## src/rtl/pfme_pkg.sv

```systemverilog
`default_nettype none

package pfme_pkg;

    localparam int DEF_QUEUE_DEPTH  = 16;
    localparam int DEF_PAYLOAD_BITS = 64;

    localparam int SRC_W  = 8;
    localparam int SEQ_W  = 32;
    localparam int DIR_W  = 2;
    localparam int OWN_W  = 2;
    localparam int KEY_W  = SRC_W + SEQ_W;
    localparam int TAG_W  = DIR_W + OWN_W;
    localparam int HDR_W  = KEY_W + TAG_W;

    typedef enum logic [1:0] {
        MODE_WRITE   = 2'd0,
        MODE_READ    = 2'd1,
        MODE_SEARCH  = 2'd2,
        MODE_EXTRACT = 2'd3
    } mode_t;

    typedef enum logic [1:0] {
        STAT_OK    = 2'd0,
        STAT_FULL  = 2'd1,
        STAT_EMPTY = 2'd2,
        STAT_NONE  = 2'd3
    } status_t;

    typedef enum logic [1:0] {
        ST_IDLE,
        ST_MATCH,
        ST_EXEC
    } state_t;

    typedef struct packed {
        logic match_en;
        logic by_key;
        logic load_en;
        logic shift_all;
        logic extract_en;
    } cell_ctrl_t;

endpackage

`default_nettype wire

```

## src/rtl/pfme_cell.sv

```systemverilog
`default_nettype none

module pfme_cell #(
    parameter int PAYLOAD_BITS = pfme_pkg::DEF_PAYLOAD_BITS
) (
    input  wire                             aclk,
    input  wire                             aresetn,
    input  wire pfme_pkg::cell_ctrl_t       ctrl,
    input  wire [pfme_pkg::KEY_W-1:0]       req_key,
    input  wire [pfme_pkg::TAG_W-1:0]       req_tag,
    input  wire [PAYLOAD_BITS-1:0]          req_payload,
    input  wire                             prev_valid,
    input  wire                             nxt_valid,
    input  wire [pfme_pkg::KEY_W-1:0]       nxt_key,
    input  wire [pfme_pkg::TAG_W-1:0]       nxt_tag,
    input  wire [PAYLOAD_BITS-1:0]          nxt_payload,
    input  wire                             found_in,
    input  wire [pfme_pkg::KEY_W-1:0]       chain_key_in,
    input  wire [pfme_pkg::TAG_W-1:0]       chain_tag_in,
    input  wire [PAYLOAD_BITS-1:0]          chain_payload_in,
    output logic                            valid_o,
    output logic [pfme_pkg::KEY_W-1:0]      key_o,
    output logic [pfme_pkg::TAG_W-1:0]      tag_o,
    output logic [PAYLOAD_BITS-1:0]         payload_o,
    output logic                            found_out,
    output logic [pfme_pkg::KEY_W-1:0]      chain_key_out,
    output logic [pfme_pkg::TAG_W-1:0]      chain_tag_out,
    output logic [PAYLOAD_BITS-1:0]         chain_payload_out
);

    logic                       valid_reg;
    logic                       hit_reg;
    logic                       hit_next;
    logic [pfme_pkg::KEY_W-1:0] key_reg;
    logic [pfme_pkg::TAG_W-1:0] tag_reg;
    logic [PAYLOAD_BITS-1:0]    payload_reg;
    logic                       shift_en;
    logic                       load_en;

    assign hit_next = valid_reg & (ctrl.by_key ? (key_reg == req_key) : (tag_reg == req_tag));

    assign found_out = found_in | hit_reg;
    assign shift_en  = ctrl.shift_all | (ctrl.extract_en & found_out);
    assign load_en   = ctrl.load_en & prev_valid & ~valid_reg;

    // first hit wins; later cells pass the upstream word along
    always_comb begin
        priority if (found_in) begin
            chain_key_out     = chain_key_in;
            chain_tag_out     = chain_tag_in;
            chain_payload_out = chain_payload_in;
        end else if (hit_reg) begin
            chain_key_out     = key_reg;
            chain_tag_out     = tag_reg;
            chain_payload_out = payload_reg;
        end else begin
            chain_key_out     = '0;
            chain_tag_out     = '0;
            chain_payload_out = '0;
        end
    end

    always_ff @(posedge aclk) begin
        if (!aresetn) begin
            valid_reg <= 1'b0;
            hit_reg   <= 1'b0;
        end else begin
            if (ctrl.match_en) begin
                hit_reg <= hit_next;
            end
            if (shift_en) begin
                valid_reg <= nxt_valid;
            end else if (load_en) begin
                valid_reg <= 1'b1;
            end
        end
    end

    always_ff @(posedge aclk) begin
        if (shift_en) begin
            key_reg     <= nxt_key;
            tag_reg     <= nxt_tag;
            payload_reg <= nxt_payload;
        end else if (load_en) begin
            key_reg     <= req_key;
            tag_reg     <= req_tag;
            payload_reg <= req_payload;
        end
    end

    assign valid_o   = valid_reg;
    assign key_o     = key_reg;
    assign tag_o     = tag_reg;
    assign payload_o = payload_reg;

endmodule

`default_nettype wire

```

## src/rtl/packet_fifo_with_match_and_extract_unit.sv

```systemverilog
// Packet queue with associative search and in-order extraction.
// Input words arrive on s_tvalid/s_tready/s_tdata with the operation in
// s_tuser (write, read oldest, search by source and sequence, extract by
// direction and owner). Every input word yields exactly one result word on
// m_tvalid/m_tready/m_tdata, with the status code in m_tuser and the
// packet, occupancy, full and empty flags in m_tdata.
// Entries sit in a row of cells, oldest in cell 0. A word is accepted,
// then in the match state every cell compares its entry with the key
// (search) or the tag (other modes), and in the exec state the row
// shifts, loads or stays and the result is registered.
// The first-hit and returned-packet signals ripple down the cell row.
// The next word is taken in the same cycle as the result is registered.
// Reset (aresetn low, synchronous) empties the queue and drops any result.
// While m_tready is low a pending result holds; the next word finishes its
// compare and then waits, with s_tready low, until the output register
// frees up.
`default_nettype none

module packet_fifo_with_match_and_extract_unit #(
    parameter int QUEUE_DEPTH  = pfme_pkg::DEF_QUEUE_DEPTH,
    parameter int PAYLOAD_BITS = pfme_pkg::DEF_PAYLOAD_BITS,
    localparam int OCC_W  = $clog2(QUEUE_DEPTH + 1),
    localparam int IN_W   = ((pfme_pkg::HDR_W + PAYLOAD_BITS + 7) / 8) * 8,
    localparam int OUT_W  = ((pfme_pkg::HDR_W + PAYLOAD_BITS + OCC_W + 2 + 7) / 8) * 8
) (
    input  wire              aclk,
    input  wire              aresetn,
    input  wire              s_tvalid,
    output logic             s_tready,
    // in_source_addr, in_sequence, in_direction, in_owner, in_payload
    input  wire [IN_W-1:0]   s_tdata,
    // mode
    input  wire [1:0]        s_tuser,
    output logic             m_tvalid,
    input  wire              m_tready,
    // out_source_addr, out_sequence, out_direction, out_owner, out_payload,
    // occupancy, full_flag, empty_flag
    output logic [OUT_W-1:0] m_tdata,
    // status
    output logic [1:0]       m_tuser
);

    localparam int KW  = pfme_pkg::KEY_W;
    localparam int TW  = pfme_pkg::TAG_W;
    localparam int SW  = pfme_pkg::SRC_W;
    localparam int QW  = pfme_pkg::SEQ_W;
    localparam int DW  = pfme_pkg::DIR_W;
    localparam int OW  = pfme_pkg::OWN_W;
    localparam int P_SEQ = SW;
    localparam int P_DIR = SW + QW;
    localparam int P_OWN = P_DIR + DW;
    localparam int P_PAY = P_OWN + OW;
    localparam int P_OCC = P_PAY + PAYLOAD_BITS;
    localparam int P_FUL = P_OCC + OCC_W;
    localparam int P_EMP = P_FUL + 1;

    pfme_pkg::state_t     state_reg, state_next;
    pfme_pkg::mode_t      mode_reg;
    pfme_pkg::cell_ctrl_t ctrl;

    logic [KW-1:0]           req_key_reg;
    logic [TW-1:0]           req_tag_reg;
    logic [PAYLOAD_BITS-1:0] req_payload_reg;
    logic [OCC_W-1:0]        fill_reg, fill_next;
    logic                    out_valid_reg;
    pfme_pkg::status_t       status_reg, status_next;
    logic [KW-1:0]           res_key_reg, res_key_next;
    logic [TW-1:0]           res_tag_reg, res_tag_next;
    logic [PAYLOAD_BITS-1:0] res_payload_reg, res_payload_next;

    logic out_free;
    logic accept;
    logic exec;
    logic is_full;
    logic is_empty;
    logic next_full;
    logic next_empty;

    logic [QUEUE_DEPTH-1:0]  valid_c;
    logic [KW-1:0]           key_c     [QUEUE_DEPTH];
    logic [TW-1:0]           tag_c     [QUEUE_DEPTH];
    logic [PAYLOAD_BITS-1:0] payload_c [QUEUE_DEPTH];
    logic [QUEUE_DEPTH:0]    found_c;
    logic [KW-1:0]           ckey_c    [QUEUE_DEPTH+1];
    logic [TW-1:0]           ctag_c    [QUEUE_DEPTH+1];
    logic [PAYLOAD_BITS-1:0] cpay_c    [QUEUE_DEPTH+1];

    assign out_free = ~out_valid_reg | m_tready;
    assign accept   = s_tvalid & s_tready;
    assign exec     = (state_reg == pfme_pkg::ST_EXEC) & out_free;
    assign is_full  = (fill_reg == OCC_W'(QUEUE_DEPTH));
    assign is_empty = (fill_reg == '0);

    always_ff @(posedge aclk) begin
        if (!aresetn) begin
            state_reg <= pfme_pkg::ST_IDLE;
        end else begin
            state_reg <= state_next;
        end
    end

    always_comb begin
        state_next = state_reg;
        s_tready   = 1'b0;
        unique case (state_reg)
            pfme_pkg::ST_IDLE: begin
                s_tready = 1'b1;
                if (s_tvalid) begin
                    state_next = pfme_pkg::ST_MATCH;
                end
            end
            pfme_pkg::ST_MATCH: begin
                state_next = pfme_pkg::ST_EXEC;
            end
            pfme_pkg::ST_EXEC: begin
                s_tready = out_free;
                if (out_free) begin
                    state_next = s_tvalid ? pfme_pkg::ST_MATCH : pfme_pkg::ST_IDLE;
                end
            end
            default: begin
                state_next = pfme_pkg::ST_IDLE;
            end
        endcase
    end

    always_ff @(posedge aclk) begin
        if (accept) begin
            mode_reg        <= pfme_pkg::mode_t'(s_tuser);
            req_key_reg     <= {s_tdata[SW-1:0], s_tdata[P_SEQ +: QW]};
            req_tag_reg     <= {s_tdata[P_DIR +: DW], s_tdata[P_OWN +: OW]};
            req_payload_reg <= s_tdata[P_PAY +: PAYLOAD_BITS];
        end
    end

    always_comb begin
        ctrl.match_en   = (state_reg == pfme_pkg::ST_MATCH);
        ctrl.by_key     = (mode_reg == pfme_pkg::MODE_SEARCH);
        ctrl.load_en    = exec & (mode_reg == pfme_pkg::MODE_WRITE);
        ctrl.shift_all  = exec & (mode_reg == pfme_pkg::MODE_READ) & ~is_empty;
        ctrl.extract_en = exec & (mode_reg == pfme_pkg::MODE_EXTRACT);
    end

    assign found_c[0] = 1'b0;
    assign ckey_c[0]  = '0;
    assign ctag_c[0]  = '0;
    assign cpay_c[0]  = '0;

    for (genvar i = 0; i < QUEUE_DEPTH; i++) begin : g_cell
        logic                    prev_v;
        logic                    nxt_v;
        logic [KW-1:0]           nxt_k;
        logic [TW-1:0]           nxt_t;
        logic [PAYLOAD_BITS-1:0] nxt_p;

        if (i == 0) begin : g_first
            assign prev_v = 1'b1;
        end else begin : g_mid
            assign prev_v = valid_c[i-1];
        end

        if (i == QUEUE_DEPTH - 1) begin : g_last
            assign nxt_v = 1'b0;
            assign nxt_k = '0;
            assign nxt_t = '0;
            assign nxt_p = '0;
        end else begin : g_inner
            assign nxt_v = valid_c[i+1];
            assign nxt_k = key_c[i+1];
            assign nxt_t = tag_c[i+1];
            assign nxt_p = payload_c[i+1];
        end

        pfme_cell #(
            .PAYLOAD_BITS(PAYLOAD_BITS)
        ) u_cell (
            .aclk              (aclk),
            .aresetn           (aresetn),
            .ctrl              (ctrl),
            .req_key           (req_key_reg),
            .req_tag           (req_tag_reg),
            .req_payload       (req_payload_reg),
            .prev_valid        (prev_v),
            .nxt_valid         (nxt_v),
            .nxt_key           (nxt_k),
            .nxt_tag           (nxt_t),
            .nxt_payload       (nxt_p),
            .found_in          (found_c[i]),
            .chain_key_in      (ckey_c[i]),
            .chain_tag_in      (ctag_c[i]),
            .chain_payload_in  (cpay_c[i]),
            .valid_o           (valid_c[i]),
            .key_o             (key_c[i]),
            .tag_o             (tag_c[i]),
            .payload_o         (payload_c[i]),
            .found_out         (found_c[i+1]),
            .chain_key_out     (ckey_c[i+1]),
            .chain_tag_out     (ctag_c[i+1]),
            .chain_payload_out (cpay_c[i+1])
        );
    end

    always_comb begin
        fill_next        = fill_reg;
        status_next      = pfme_pkg::STAT_OK;
        res_key_next     = '0;
        res_tag_next     = '0;
        res_payload_next = '0;
        unique case (mode_reg)
            pfme_pkg::MODE_WRITE: begin
                if (is_full) begin
                    status_next = pfme_pkg::STAT_FULL;
                end else begin
                    fill_next = fill_reg + OCC_W'(1);
                end
            end
            pfme_pkg::MODE_READ: begin
                if (is_empty) begin
                    status_next = pfme_pkg::STAT_EMPTY;
                end else begin
                    fill_next        = fill_reg - OCC_W'(1);
                    res_key_next     = key_c[0];
                    res_tag_next     = tag_c[0];
                    res_payload_next = payload_c[0];
                end
            end
            pfme_pkg::MODE_SEARCH: begin
                if (!found_c[QUEUE_DEPTH]) begin
                    status_next = pfme_pkg::STAT_NONE;
                end
            end
            pfme_pkg::MODE_EXTRACT: begin
                if (found_c[QUEUE_DEPTH]) begin
                    fill_next        = fill_reg - OCC_W'(1);
                    res_key_next     = ckey_c[QUEUE_DEPTH];
                    res_tag_next     = ctag_c[QUEUE_DEPTH];
                    res_payload_next = cpay_c[QUEUE_DEPTH];
                end else begin
                    status_next = pfme_pkg::STAT_NONE;
                end
            end
            default: begin
                status_next = pfme_pkg::STAT_NONE;
            end
        endcase
    end

    assign next_full  = (fill_next == OCC_W'(QUEUE_DEPTH));
    assign next_empty = (fill_next == '0);

    always_ff @(posedge aclk) begin
        if (!aresetn) begin
            fill_reg      <= '0;
            out_valid_reg <= 1'b0;
        end else begin
            priority if (exec) begin
                fill_reg      <= fill_next;
                out_valid_reg <= 1'b1;
            end else if (m_tready) begin
                out_valid_reg <= 1'b0;
            end
        end
    end

    logic [OCC_W-1:0] occ_reg;
    logic             full_reg;
    logic             empty_reg;

    always_ff @(posedge aclk) begin
        if (exec) begin
            status_reg      <= status_next;
            res_key_reg     <= res_key_next;
            res_tag_reg     <= res_tag_next;
            res_payload_reg <= res_payload_next;
            occ_reg         <= fill_next;
            full_reg        <= next_full;
            empty_reg       <= next_empty;
        end
    end

    assign m_tvalid = out_valid_reg;
    assign m_tuser  = status_reg;

    always_comb begin
        m_tdata                        = '0;
        m_tdata[SW-1:0]                = res_key_reg[KW-1 -: SW];
        m_tdata[P_SEQ +: QW]           = res_key_reg[QW-1:0];
        m_tdata[P_DIR +: DW]           = res_tag_reg[TW-1 -: DW];
        m_tdata[P_OWN +: OW]           = res_tag_reg[OW-1:0];
        m_tdata[P_PAY +: PAYLOAD_BITS] = res_payload_reg;
        m_tdata[P_OCC +: OCC_W]        = occ_reg;
        m_tdata[P_FUL]                 = full_reg;
        m_tdata[P_EMP]                 = empty_reg;
    end

endmodule

`default_nettype wire
```

## config.mk

```make
export PLATFORM = sky130hd
export DESIGN_NAME = packet_fifo_with_match_and_extract_unit
export DESIGN_NICKNAME = d
export VERILOG_FILES = /design/src/rtl/pfme_pkg.sv /design/src/rtl/pfme_cell.sv /design/src/rtl/packet_fifo_with_match_and_extract_unit.sv
export SDC_FILE = /design/constraint.sdc
export NUM_CORES = 2
export LEC_CHECK = 0
export ABC_AREA = 1
export BUFFER_PORTS_ARGS = -buffer_cell sky130_fd_sc_hd__buf_2
export CORE_AREA = 2 2 483 485
export DETAILED_ROUTE_END_ITERATION = 10
export DIE_AREA = 0 0 485 487
export GPL_TIMING_DRIVEN = 1
export HOLD_SLACK_MARGIN = 0.06
export PLACE_DENSITY_LB_ADDON = 0.05
export SLEW_MARGIN = 25
export SYNTH_ARGS = -nofsm -noshare
export SYNTH_HDL_FRONTEND = slang
export SYNTH_SLANG_ARGS = --single-unit
export TNS_END_PERCENT = 5
```

## constraint.sdc

```tcl
create_clock -name aclk -period 27.1 [get_ports aclk]
set_input_delay 5.42 -clock aclk [delete_from_list [all_inputs] [get_ports aclk]]
set_output_delay 5.42 -clock aclk [all_outputs]
set_load 0.01 [all_outputs]
```

==> summary.txt <==
Post-CTS setup buffers -> 0
Net count, final -> 11164
Dpl cell area -> 107000 um2
Post-DP HPWL -> 266000 um
WP data required -> 21680 ps
Pwr dens -> 61.4 nW/um2
Register area share after synthesis -> 56.5%
Clk pwr share -> 45.8%
Least-Margin Pin Slew -> 1260 ps
Distinct cell type count after synthesis -> 54
Top-area cell type share of the netlist area -> 53.7%
Routability cong. -> 0.984
Die extent in y -> 487 um
Total wire length -> 425000 um
EDFF count, synth -> 1847
Commonest non-fill, non-tap cells in the layout -> nand2_1, o21ai_0, edfxtp_1, inv_1, nor2_1
Worst-path clk slew -> 60 ps
Post-DRT Antenna Nets -> 0
Number of synthesized register bits -> 1995
First drt pass iteration count -> 9
Tmin final -> 11340 ps
HP Class -> reg2reg
Leading cell type in the layout, fill and taps excluded -> nand2_1
Via/cell ratio -> 6.19
Minimum hold slack -> 473 ps
Synth Area per Inst -> 9.11 um2
Unrepaired setup endpoints after global routing -> no
IO Count -> 242
Clock sink count -> 1995
Synth Cell Area -> 103000 um2
Max-slew violation count -> 0
DR iter-0 viols -> 12251
Largest net degree at the start of global routing -> 217
Final core utilization -> 49.4%
WS Path Type -> in2out
Part of the power in combinational logic -> 5.5%
Mapped Cells -> 11347
Design area -> 114000 um2
Rel. slew slack -> 15.4%
Maxcap violations -> 0
CP Launch Type -> input port
Core area -> 231000 um2
Hold buffer count at CTS -> 0
Total track usage -> 35.1%
Sequential Power Share -> 48.7%
Max reg flops -> 1024
CP endpoint kind -> primary output
Number of I/O port buffers -> 232
Longest Clk Path Bufs -> 3
Setup ws final -> 15760 ps
Cell row count -> 177
Chip width -> 485 um
Setup Total Neg Slack -> 0 ps
Yosys Warn Count -> 0
Initial Util -> 44.7%
CTS root buffer -> clkbuf_16
DR vias -> 88527
Post-synth ARST share -> 0%
Static Leak -> 39.6 nW
Die area -> 236000 um2
Clock Latency Late Sink -> 900 ps
Outcome -> complete, no violations
Ratio of cells with drive above 1 in the final layout -> 8.25%
Fin cells -> 14298
Sw frac -> 23.6%
Final period util -> 41.9%
Gr ovfl total -> 0
Number of global-route vias before repair -> 81896
CP Data Arrival Time -> 5920 ps
CTS H-Tree Depth -> 4
Psw -> 1.66 mW
Avg WL per Cell -> 29.7 um
Post_cts resized -> 0
DRC Markers -> 0
Largest fanout on the critical path -> 3
Design Power -> 7.02 mW
Fillers -> 21668
Cells after DPL -> 13858
Final setup vio count -> 0
FMAX -> 0.0882 GHz
Post-Place Setup Slack -> 15760 ps
Hold Violations, Final -> 0
Cell taking the most area after synthesis -> edfxtp_1
Initial antenna violation count -> 13
CTS tree -> built
Leading post-synthesis cells by cell area -> edfxtp_1, nand2_1, o21ai_0
Layout area overhead -> 10.7%
VDD IR max -> 0.0000540 V
Skew final -> 44.4 ps
Synth Flop Type -> edfxtp_1
TritonCTS Buffers -> 226
Int Pwr -> 5.36 mW
First-pass GRT wire length -> 602000 um
==> worst paths after layout <==
path / start / cells after the start / slack (ps) / to
hold reg to reg: g_cell[7].u_cell.valid_o / 2 / 470 / g_cell[7].u_cell.hit_reg
setup / recovery: m_tready / 4 / 15760 / s_tready
hold / removal: g_cell[7].u_cell.valid_o / 2 / 470 / g_cell[7].u_cell.hit_reg
setup reg to reg: g_cell[2].u_cell.hit_reg / 14 / 20900 / g_cell[14].u_cell.key_o[4]
==> cells in the mapped netlist (all sizes together) (2+ instances only) <==
| cell | n |
|---|---|
| nand2 | 2931 |
| edfxtp | 1847 |
| xnor2 | 342 |
| dfxtp | 148 |
| nand3 | 202 |
| a21oi | 463 |
| a2111oi | 5 |
| o311ai | 2 |
| clkbuf | 812 |
| ha | 2 |
| o221a | 4 |
| nor4 | 47 |
| nand4 | 121 |
| o32ai | 8 |
| o2111ai | 63 |
| a211oi | 111 |
| a31oi | 6 |
| a2111o | 3 |
| nor3 | 28 |
| nor2 | 567 |
| o21ai | 2194 |
| buf | 182 |
| or2 | 26 |
| xor2 | 49 |
| clkinv | 12 |
| o211ai | 113 |
| a31o | 3 |
| inv | 608 |
| a22oi | 2 |
| o221ai | 239 |
| a32o | 94 |
| o22ai | 98 |
| or3b | 2 |
| o31ai | 5 |
| o41ai | 2 |
==> worst max-delay path, stage by stage <==
cell	delay [ps]
buf_2	90
nor2_1	140
a21oi_1	120
buf_2	150
==> kinds of logic (layout without fill, tap and decap cells) <==
logic type / count (synthesis) / in the layout / synth area share, %
AOI/OAI and AO/OA: 3418 / 3418 / 19.0
xor gates and xnor gates: 391 / 391 / 3.31
adders and majority gates: 2 / 2 / 0.0242
buffers and inverters: 1614 / 1512 / 6.06
DFF: 1995 / 1995 / 56.5
other: 1 / 11 / 0.00363
and+or+nand+nor: 3926 / 3926 / 15.1
==> power groups by stage <==
stage               Combinational (mW)  Clock [mW]  Sequential (mW)
floorplan                        0.220           0             3.49
CTS                              0.375        3.24             3.42
global placement                 0.367           0             3.49
global route                     0.411        3.35             3.42
detailed placement               0.375           0             3.49
finish                           0.385        3.22             3.42
==> layout make-up <==
cell class                      instances  area, um2  share of cell area [%]
Sequential cell                      1995      58500                    51.1
Timing Repair Buffer                  459       3020                    2.64
Multi-Input combinational cell       7742      39100                    34.1
Inverter                              620       2410                    2.11
Clock buffer                          322       6410                    5.60
Clock inverter                        111       1250                    1.09
Antenna cell                            6       15.0                  0.0131
Tap cell                             3043       3810                    3.33
==> metal layers <==
layer  up-vias  GRT usage (%)  routed length, um
li1      39249              -                  -
met1     42842           49.5             175000
met2      5564           52.3             182000
met3       870           7.36              48200
met4         2           15.1              19900
met5         -              0                  7
Power figures use the tool's default switching activity.
